$ cat src/design/sed_pkg.sv
// Shared types, error codes and helper functions for the string escape decoder.
`timescale 1ns / 1ps
`default_nettype none
package sed_pkg;

  localparam int QUEUE_DEPTH = 2;
  localparam int QUEUE_AW    = (QUEUE_DEPTH > 1) ? $clog2(QUEUE_DEPTH) : 1;

  localparam logic [3:0] ERR_NONE      = 4'd0;
  localparam logic [3:0] ERR_UNKNOWN   = 4'd1;
  localparam logic [3:0] ERR_UNIVERSAL = 4'd2;
  localparam logic [3:0] ERR_NO_HEX    = 4'd3;
  localparam logic [3:0] ERR_EMPTY     = 4'd4;
  localparam logic [3:0] ERR_BAD_DIGIT = 4'd5;
  localparam logic [3:0] ERR_NO_BRACE  = 4'd6;
  localparam logic [3:0] ERR_CUT_OFF   = 4'd7;
  localparam logic [3:0] ERR_OCTAL_O   = 4'd8;

  localparam logic [7:0] CODE_BEL = 8'd7;
  localparam logic [7:0] CODE_BS  = 8'd8;
  localparam logic [7:0] CODE_HT  = 8'd9;
  localparam logic [7:0] CODE_LF  = 8'd10;
  localparam logic [7:0] CODE_VT  = 8'd11;
  localparam logic [7:0] CODE_FF  = 8'd12;
  localparam logic [7:0] CODE_CR  = 8'd13;
  localparam logic [7:0] CODE_ESC = 8'd27;

  typedef struct packed {
    logic [7:0] value;
    logic       has_byte;
    logic [3:0] error_code;
    logic       literal_end;
    logic       run_last;
  } res_t;

  typedef struct packed {
    res_t       r0;
    res_t       r1;
    logic [1:0] cnt;
  } pend_t;

  typedef struct packed {
    res_t r0;
    res_t r1;
    logic two;
  } entry_t;

  function automatic pend_t push(pend_t p, logic [7:0] v, logic has, logic [3:0] err);
    res_t  r;
    pend_t q;
    q             = p;
    r.value       = has ? v : 8'd0;
    r.has_byte    = has;
    r.error_code  = err;
    r.literal_end = 1'b0;
    r.run_last    = 1'b0;
    if (p.cnt == 2'd0) begin
      q.r0  = r;
      q.cnt = 2'd1;
    end else if (p.cnt == 2'd1) begin
      q.r1  = r;
      q.cnt = 2'd2;
    end
    return q;
  endfunction

  // {valid, digit value}
  function automatic logic [4:0] hex_digit(logic [7:0] c);
    logic [7:0] d;
    logic [4:0] h;
    d = 8'd0;
    h = 5'd0;
    if (c >= "0" && c <= "9") begin
      d = c - "0";
      h = {1'b1, d[3:0]};
    end else if (c >= "a" && c <= "f") begin
      d = c - "a" + 8'd10;
      h = {1'b1, d[3:0]};
    end else if (c >= "A" && c <= "F") begin
      d = c - "A" + 8'd10;
      h = {1'b1, d[3:0]};
    end
    return h;
  endfunction

endpackage
`default_nettype wire

$ cat src/design/sed_front.sv
// Front end: accepts characters, tracks escape state and forms result transactions.
`timescale 1ns / 1ps
`default_nettype none
module sed_front import sed_pkg::*; (
  input  wire logic       clk,
  input  wire logic       rst_n,
  input  wire logic       in_valid,
  output logic            in_stall,
  input  wire logic [7:0] in_ch,
  input  wire logic       in_last,
  input  wire logic       q_full,
  output logic            q_push,
  output entry_t          q_entry
);

  typedef enum logic [7:0] {
    M_NORMAL    = 8'b0000_0001,
    M_ESC       = 8'b0000_0010,
    M_HEX_FIRST = 8'b0000_0100,
    M_HEX_RUN   = 8'b0000_1000,
    M_HEX_DELIM = 8'b0001_0000,
    M_OCT       = 8'b0010_0000,
    M_OCT_O     = 8'b0100_0000,
    M_DROP      = 8'b1000_0000
  } mode_t;

  mode_t      mode_r, mode_nxt;
  logic [7:0] acc_r, acc_nxt;
  logic [1:0] cnt_r, cnt_nxt;
  pend_t      p;
  logic [4:0] hx;
  logic       oct_d;
  logic       accept;

  assign in_stall = q_full;
  assign accept   = in_valid && !in_stall;

  always_comb begin
    mode_nxt = mode_r;
    acc_nxt  = acc_r;
    cnt_nxt  = cnt_r;
    p        = '0;
    hx       = hex_digit(in_ch);
    oct_d    = in_ch inside {["0":"7"]};

    case (mode_r)
      M_ESC: begin
        mode_nxt = M_NORMAL;
        case (in_ch)
          "(", "{", "[", "%", "\\", "'", "\"", "?": p = push(p, in_ch, 1'b1, ERR_NONE);
          "a":      p = push(p, CODE_BEL, 1'b1, ERR_NONE);
          "b":      p = push(p, CODE_BS, 1'b1, ERR_NONE);
          "t":      p = push(p, CODE_HT, 1'b1, ERR_NONE);
          "n":      p = push(p, CODE_LF, 1'b1, ERR_NONE);
          "v":      p = push(p, CODE_VT, 1'b1, ERR_NONE);
          "f":      p = push(p, CODE_FF, 1'b1, ERR_NONE);
          "r":      p = push(p, CODE_CR, 1'b1, ERR_NONE);
          "e", "E": p = push(p, CODE_ESC, 1'b1, ERR_NONE);
          "u", "U", "N": begin
            p        = push(p, 8'd0, 1'b0, ERR_UNIVERSAL);
            mode_nxt = M_DROP;
          end
          "x": begin
            acc_nxt  = 8'd0;
            mode_nxt = M_HEX_FIRST;
          end
          "o": mode_nxt = M_OCT_O;
          default: begin
            if (oct_d) begin
              acc_nxt  = {5'd0, in_ch[2:0]};
              cnt_nxt  = 2'd1;
              mode_nxt = M_OCT;
            end else begin
              p = push(p, in_ch, 1'b1, ERR_UNKNOWN);
            end
          end
        endcase
      end
      M_HEX_FIRST: begin
        if (in_ch == "{") begin
          cnt_nxt  = 2'd0;
          mode_nxt = M_HEX_DELIM;
        end else if (hx[4]) begin
          acc_nxt  = {4'd0, hx[3:0]};
          mode_nxt = M_HEX_RUN;
        end else begin
          mode_nxt = M_NORMAL;
          p        = push(p, in_ch, 1'b1, ERR_NO_HEX);
        end
      end
      M_HEX_RUN: begin
        if (hx[4]) begin
          acc_nxt = {acc_r[3:0], hx[3:0]};
        end else begin
          p        = push(p, acc_r, 1'b1, ERR_NONE);
          mode_nxt = M_NORMAL;
          if (in_ch == "\\") mode_nxt = M_ESC;
          else p = push(p, in_ch, 1'b1, ERR_NONE);
        end
      end
      M_HEX_DELIM: begin
        if (in_ch == "}") begin
          p        = push(p, acc_r, 1'b1, (cnt_r != 2'd0) ? ERR_NONE : ERR_EMPTY);
          mode_nxt = M_NORMAL;
        end else begin
          cnt_nxt = 2'd1;
          if (hx[4]) acc_nxt = {acc_r[3:0], hx[3:0]};
          else p = push(p, 8'd0, 1'b0, ERR_BAD_DIGIT);
        end
      end
      M_OCT: begin
        if (oct_d && cnt_r != 2'd3) begin
          acc_nxt = {acc_r[4:0], in_ch[2:0]};
          cnt_nxt = cnt_r + 2'd1;
          if (cnt_nxt == 2'd3) begin
            p        = push(p, acc_nxt, 1'b1, ERR_NONE);
            mode_nxt = M_NORMAL;
          end
        end else begin
          p        = push(p, acc_r, 1'b1, ERR_NONE);
          mode_nxt = M_NORMAL;
          if (in_ch == "\\") mode_nxt = M_ESC;
          else p = push(p, in_ch, 1'b1, ERR_NONE);
        end
      end
      M_OCT_O: begin
        mode_nxt = M_NORMAL;
        p        = push(p, in_ch, 1'b1, ERR_OCTAL_O);
      end
      M_DROP: begin
      end
      default: begin
        mode_nxt = M_NORMAL;
        if (in_ch == "\\") mode_nxt = M_ESC;
        else p = push(p, in_ch, 1'b1, ERR_NONE);
      end
    endcase

    if (in_last) begin
      case (mode_nxt)
        M_ESC, M_HEX_FIRST, M_OCT_O: p = push(p, 8'd0, 1'b0, ERR_CUT_OFF);
        M_HEX_RUN, M_OCT:            p = push(p, acc_nxt, 1'b1, ERR_NONE);
        M_HEX_DELIM:                 p = push(p, acc_nxt, 1'b1, ERR_NO_BRACE);
        default: begin
        end
      endcase
      if (p.cnt == 2'd0) p = push(p, 8'd0, 1'b0, ERR_NONE);
      if (p.cnt == 2'd2) p.r1.literal_end = 1'b1;
      else p.r0.literal_end = 1'b1;
      mode_nxt = M_NORMAL;
      acc_nxt  = 8'd0;
      cnt_nxt  = 2'd0;
    end

    if (p.cnt == 2'd2) p.r1.run_last = 1'b1;
    else if (p.cnt == 2'd1) p.r0.run_last = 1'b1;
  end

  assign q_push        = accept && (p.cnt != 2'd0);
  assign q_entry.r0    = p.r0;
  assign q_entry.r1    = p.r1;
  assign q_entry.two   = (p.cnt == 2'd2);

  always_ff @(posedge clk) begin
    if (!rst_n) begin
      mode_r <= M_NORMAL;
      acc_r  <= 8'd0;
      cnt_r  <= 2'd0;
    end else if (accept) begin
      mode_r <= mode_nxt;
      acc_r  <= acc_nxt;
      cnt_r  <= cnt_nxt;
    end
  end

endmodule
`default_nettype wire

$ cat src/design/sed_queue.sv
// Short queue of result transactions between the front and back ends.
`timescale 1ns / 1ps
`default_nettype none
module sed_queue import sed_pkg::*; (
  input  wire logic   clk,
  input  wire logic   rst_n,
  input  wire logic   push_en,
  input  wire entry_t push_entry,
  output logic        full,
  output logic        not_empty,
  input  wire logic   pop_en,
  output entry_t      head
);

  entry_t                mem_r [QUEUE_DEPTH];
  logic [QUEUE_AW-1:0]   wr_ptr_r, rd_ptr_r;
  logic [QUEUE_AW:0]     count_r;

  assign full      = (count_r == (QUEUE_AW + 1)'(QUEUE_DEPTH));
  assign not_empty = (count_r != '0);
  assign head      = mem_r[rd_ptr_r];

  always_ff @(posedge clk) begin
    if (push_en) mem_r[wr_ptr_r] <= push_entry;
  end

  always_ff @(posedge clk) begin
    if (!rst_n) begin
      wr_ptr_r <= '0;
      rd_ptr_r <= '0;
      count_r  <= '0;
    end else begin
      if (push_en) begin
        wr_ptr_r <= (wr_ptr_r == QUEUE_AW'(QUEUE_DEPTH - 1)) ? '0 : wr_ptr_r + 1'b1;
      end
      if (pop_en) begin
        rd_ptr_r <= (rd_ptr_r == QUEUE_AW'(QUEUE_DEPTH - 1)) ? '0 : rd_ptr_r + 1'b1;
      end
      if (push_en && !pop_en) count_r <= count_r + 1'b1;
      else if (pop_en && !push_en) count_r <= count_r - 1'b1;
    end
  end

endmodule
`default_nettype wire

$ cat src/design/sed_back.sv
// Back end: drains queued transactions and presents one result per cycle while out_stall is low.
`timescale 1ns / 1ps
`default_nettype none
module sed_back import sed_pkg::*; (
  input  wire logic   clk,
  input  wire logic   rst_n,
  input  wire logic   q_not_empty,
  input  wire entry_t q_head,
  output logic        q_pop,
  output logic        out_valid,
  input  wire logic   out_stall,
  output res_t        out_res
);

  logic out_valid_r, out_valid_nxt;
  logic hold2_r, hold2_nxt;
  res_t out_res_r, res2_r;
  logic load_ok;

  assign load_ok   = !out_valid_r || !out_stall;
  assign q_pop     = load_ok && !hold2_r && q_not_empty;
  assign out_valid = out_valid_r;
  assign out_res   = out_res_r;

  always_comb begin
    out_valid_nxt = out_valid_r;
    hold2_nxt     = hold2_r;
    if (load_ok) begin
      if (hold2_r) begin
        out_valid_nxt = 1'b1;
        hold2_nxt     = 1'b0;
      end else begin
        out_valid_nxt = q_not_empty;
        hold2_nxt     = q_not_empty && q_head.two;
      end
    end
  end

  always_ff @(posedge clk) begin
    if (!rst_n) begin
      out_valid_r <= 1'b0;
      hold2_r     <= 1'b0;
    end else begin
      out_valid_r <= out_valid_nxt;
      hold2_r     <= hold2_nxt;
    end
  end

  always_ff @(posedge clk) begin
    if (load_ok) begin
      if (hold2_r) begin
        out_res_r <= res2_r;
      end else if (q_not_empty) begin
        out_res_r <= q_head.r0;
        res2_r    <= q_head.r1;
      end
    end
  end

endmodule
`default_nettype wire

$ cat src/design/string_escape_decoder.sv
// Top level of the string escape decoder: front end, queue and back end.
//
//  channel  direction  handshake           fields
//  in_      input      in_valid/in_stall   in_ch[7:0], in_last
//  out_     output     out_valid/out_stall out_value[7:0], out_has_byte,
//                                          out_error_code[3:0], out_literal_end,
//                                          out_run_last
//
// One character is taken per cycle while in_stall is low; it yields zero, one or two
// result transactions. The output register sends one result per cycle while out_stall is
// low; the two-entry queue absorbs items with two results, and the front end stalls only
// when the queue is full. Reset (rst_n low, synchronous) returns the decoder to plain
// text mode and empties the queue; no clearing pass is needed.
`timescale 1ns / 1ps
`default_nettype none
module string_escape_decoder import sed_pkg::*; (
  input  wire logic       clk,
  input  wire logic       rst_n,
  input  wire logic       in_valid,
  output logic            in_stall,
  input  wire logic [7:0] in_ch,
  input  wire logic       in_last,
  output logic            out_valid,
  input  wire logic       out_stall,
  output logic [7:0]      out_value,
  output logic            out_has_byte,
  output logic [3:0]      out_error_code,
  output logic            out_literal_end,
  output logic            out_run_last
);

  logic   q_full, q_push, q_not_empty, q_pop;
  entry_t q_entry, q_head;
  res_t   res;

  sed_front u_front (
    .clk      (clk),
    .rst_n    (rst_n),
    .in_valid (in_valid),
    .in_stall (in_stall),
    .in_ch    (in_ch),
    .in_last  (in_last),
    .q_full   (q_full),
    .q_push   (q_push),
    .q_entry  (q_entry)
  );

  sed_queue u_queue (
    .clk        (clk),
    .rst_n      (rst_n),
    .push_en    (q_push),
    .push_entry (q_entry),
    .full       (q_full),
    .not_empty  (q_not_empty),
    .pop_en     (q_pop),
    .head       (q_head)
  );

  sed_back u_back (
    .clk         (clk),
    .rst_n       (rst_n),
    .q_not_empty (q_not_empty),
    .q_head      (q_head),
    .q_pop       (q_pop),
    .out_valid   (out_valid),
    .out_stall   (out_stall),
    .out_res     (res)
  );

  assign out_value       = res.value;
  assign out_has_byte    = res.has_byte;
  assign out_error_code  = res.error_code;
  assign out_literal_end = res.literal_end;
  assign out_run_last    = res.run_last;

endmodule
`default_nettype wire

$ cat config.mk
export PLATFORM = sky130hd
export DESIGN_NAME = string_escape_decoder
export DESIGN_NICKNAME = d
export VERILOG_FILES = /design/src/design/sed_pkg.sv /design/src/design/sed_front.sv /design/src/design/sed_queue.sv /design/src/design/sed_back.sv /design/src/design/string_escape_decoder.sv
export SDC_FILE = /design/constraint.sdc
export NUM_CORES = 1
export LEC_CHECK = 0
export BUFFER_PORTS_ARGS = -buffer_cell sky130_fd_sc_hd__buf_4
export CAP_MARGIN = 20
export CORE_ASPECT_RATIO = 0.8
export CORE_MARGIN = 4
export CORE_UTILIZATION = 40
export CTS_BUF_LIST = sky130_fd_sc_hd__clkbuf_16
export DETAILED_ROUTE_END_ITERATION = 6
export SKIP_CTS_REPAIR_TIMING = 1
export SLEW_MARGIN = 20
export SYNTH_ARGS = -nofsm -noshare
export SYNTH_HDL_FRONTEND = slang
export SYNTH_SLANG_ARGS = --single-unit
export TNS_END_PERCENT = 100
$ cat constraint.sdc
create_clock -name clk -period 6.1 [get_ports clk]
set_input_delay 0.305 -clock clk [delete_from_list [all_inputs] [get_ports clk]]
set_output_delay 0.305 -clock clk [all_outputs]
set_load 0.03 [all_outputs]
==> flow_metrics.tcl <==
set metrics [dict create \
    fin_area_mm2 0.00670 \
    synthSimpleGateAreaFrac_pct 19.7 \
    met2_length_um 6630 \
    antenna_cells 0 \
    cts-root-buf "clkbuf_16" \
    drt_wl_total_um 15300 \
    final_common_cell "edfxtp_1" \
    path_common_cell "ha_1" \
    cts.sinks 109 \
    rrSetupSlack_ns 2.44 \
    clockBufferDepth 2 \
    highest_layer "met4" \
    die_w_um 146 \
    period_share_pct 60.8 \
    overflow 0 \
    max_stage_delay_ns 0.49 \
    drc 0 \
    gp_congestion 0.906 \
    hold_viol 0 \
    worst-path-buf-inv 3 \
    nets 602 \
    synth_top_cell_by_area "edfxtp_1" \
    critPathMaxFanout 13 \
    synth_area_leaders "edfxtp_1, dfxtp_1, o21ai_0" \
    fp-row-count 40 \
    synth_top_area_share_pct 41.4 \
    chipHeight_um 118 \
    fin_tns_setup_ns 0 \
    clk_pin_slew_ns 0.07 \
    finalCriticalPeriod_ns 3.71 \
    slew-limit-headroom_pct 35.2 \
    synth_top_family_by_area "simple AND/OR/NAND/NOR gates" \
    synth_xor_area_share_pct 1.01 \
    drv_cap 0 \
    drtIter0Drc 718 \
    firstDrtPassIters 7 \
    cts_inserted_buffers 9 \
    setup_viol 0 \
    ys_seq_area_share_pct 49.6 \
    fin_util_pct 44.8 \
    drive_gt1_share_pct 16.1 \
    core_area_mm2 0.0150 \
    io_buffers 29 \
    worst-slew-pin-transition_ns 0.971 \
    async_flop_share_pct 0 \
    rsz0062_at_grt "no" \
    dr_total_vias 4706 \
    start_util_pct 40.7 \
    netlist_area_mm2 0.00610 \
    grt.total_usage_pct 17.7 \
    area_growth_pct 9.98 \
    skew_ns 0.0125 \
    cp.arrival_ns 3.88 \
    path_cells "buf_4 -> inv_1 -> ha_1 -> or4b_1 -> o2111ai_1 -> o211ai_2 -> or2_4 -> a21oi_4 -> inv_2 -> ha_1 -> a31oi_1 -> nand3_1 -> o31ai_1 -> o311ai_1 -> o211ai_1" \
    ys_types 91 \
    crit_type "in -> reg" \
    ys_warn_count 0 \
    cp_data_required_time_ns 6.26 \
    postRouteAntennaNets 0 \
    synth_compound_area_share_pct 18.7 \
    powerDensity_mw_per_mm2 338 \
    cpMaxStageDelayCell "or4b_1" \
    ys_ff_latch 109 \
    synth_edf_count 84 \
    synthMuxAreaShare_pct 4.86 \
    nFillCells 1361 \
    crit_family "compound AO/OA/AOI/OAI gates" \
    post_drt_via_cell_ratio 6.10 \
    peakVddDrop_uv 251 \
    grt_pass1_vias 4358 \
    postSynthCellCount 571 \
    wl_met3_um 1160 \
    slew_viol_final 0 \
    p_total_mw 2.27 \
    clock.fmax_mhz 269 \
    leakagePower_nw 2.31 \
    status "finished, final reports clean" \
    synthAdderAreaFrac_pct 2.26 \
    cts_tree "done" \
    clk_latency_ns 0.34 \
    postSynthAreaPerCell_um2 10.7 \
    wire_per_inst_um 19.9 \
    dp.final_hpwl_um 11200 \
    cp-end-kind "flop" \
    place_ws_ns 1.74 \
    antenna_found_initial 0 \
    syn_nets 595 \
    final_cell_mix "edfxtp_1, nand2_1, o21ai_0" \
    ys.flop_type "edfxtp_1" \
    placed_area_mm2 0.00639 \
    grt_max_degree 32 \
    wl_met1_um 7340 \
    num_io_pins 30 \
    dieArea_mm2 0.0173 \
    h-tree-depth 3 \
    hold_path_class "in -> reg" \
    layout_setup_ws_ns 2.39 \
    crit_path_start_kind "input pin" \
    grt_pass1_wl_um 24600 \
]
## per-layer routing
metal,vias up,track usage (%)
li1,2218,-
met1,2254,27.0
met2,216,25.9
met3,18,4.14
met4,0,3.35
met5,-,0
## cells in the mapped netlist (4+ instances only)
cell,n
a211oi_1,6
a21o_1,6
a21oi_1,16
a222oi_1,9
a22oi_1,4
a31oi_1,6
and2_1,9
and3_1,6
and4_1,5
buf_2,12
buf_4,4
clkbuf_1,16
dfxtp_1,25
edfxtp_1,84
ha_1,11
inv_1,10
mux2_2,13
mux2i_1,15
nand2_1,49
nand2b_1,9
nand3_1,22
nand4_1,5
nor2_1,34
nor2b_1,14
nor3_1,10
nor4_1,5
nor4b_1,4
o211ai_1,4
o21ai_0,43
o22ai_1,10
o31ai_1,4
or3_1,6
xnor2_1,4
## final timing paths
kind                     startpoint                    to  depth (start not counted)
setup reg to reg  u_front.mode_r[7]  u_queue.mem_r[1][18]                         11
hold reg to reg    u_front.cnt_r[1]      u_front.cnt_r[1]                          2
hold / removal            out_stall      u_back.out_valid                          3
setup / recovery           in_ch[1]  u_queue.mem_r[1][18]                         15
## cells by family after synthesis
group,after synthesis
flops,109
simple gates,211
mux,28
buf+inv,48
compound gates,157
fa+ha+maj,11
xor+xnor,7
## where the power goes
| part | internal [mW] | switching [mW] | leakage [nW] |
|---|---|---|---|
| clock network | 0.328 | 0.267 | 0.155 |
| registers | 1.01 | 0.0550 | 0.997 |
| logic | 0.216 | 0.395 | 1.16 |
## worst register-to-register path: cells and delay by family, from the launching register on
family	cells	cell delay, ns
AOI/OAI and AO/OA	5	1.06
adders and majority gates	1	0.31
buffers and inverters	1	0.17
DFF	1	0.36
and+or+nand+nor	4	1.57
## layout make-up
type                            instances  area [um^2]  area share (%)
Sequential cell                       109         3020            45.1
Clock buffer                            9          225            3.36
Multi-Input combinational cell        414         2840            42.4
Clock inverter                          7         88.8            1.33
Timing Repair Buffer                   32          240            3.58
Tap cell                              189          236            3.53
Inverter                               12         47.5           0.709
## per-stage QoR
stage	hold WS, ns	instances
floorplan	0.464	571
global placement	0.475	756
detailed placement	0.495	756
CTS	0.256	772
global route	0.288	772
finish	0.268	772
## flip-flops by register name (all words and copies together) (netlist names), named ones only
| signal | count |
|---|---|
| u_queue.mem_r | 56 |
| u_queue.rd_ptr_r | 1 |
| u_queue.count_r | 2 |
| u_queue.wr_ptr_r | 1 |
| u_front.acc_r | 8 |
| u_back.hold2_r | 1 |
| u_back.res2_r | 13 |
| u_back.out_res | 15 |
| u_front.mode_r | 8 |
| u_back.out_valid | 1 |
| u_front.cnt_r | 2 |
Power figures use the tool's default switching activity.
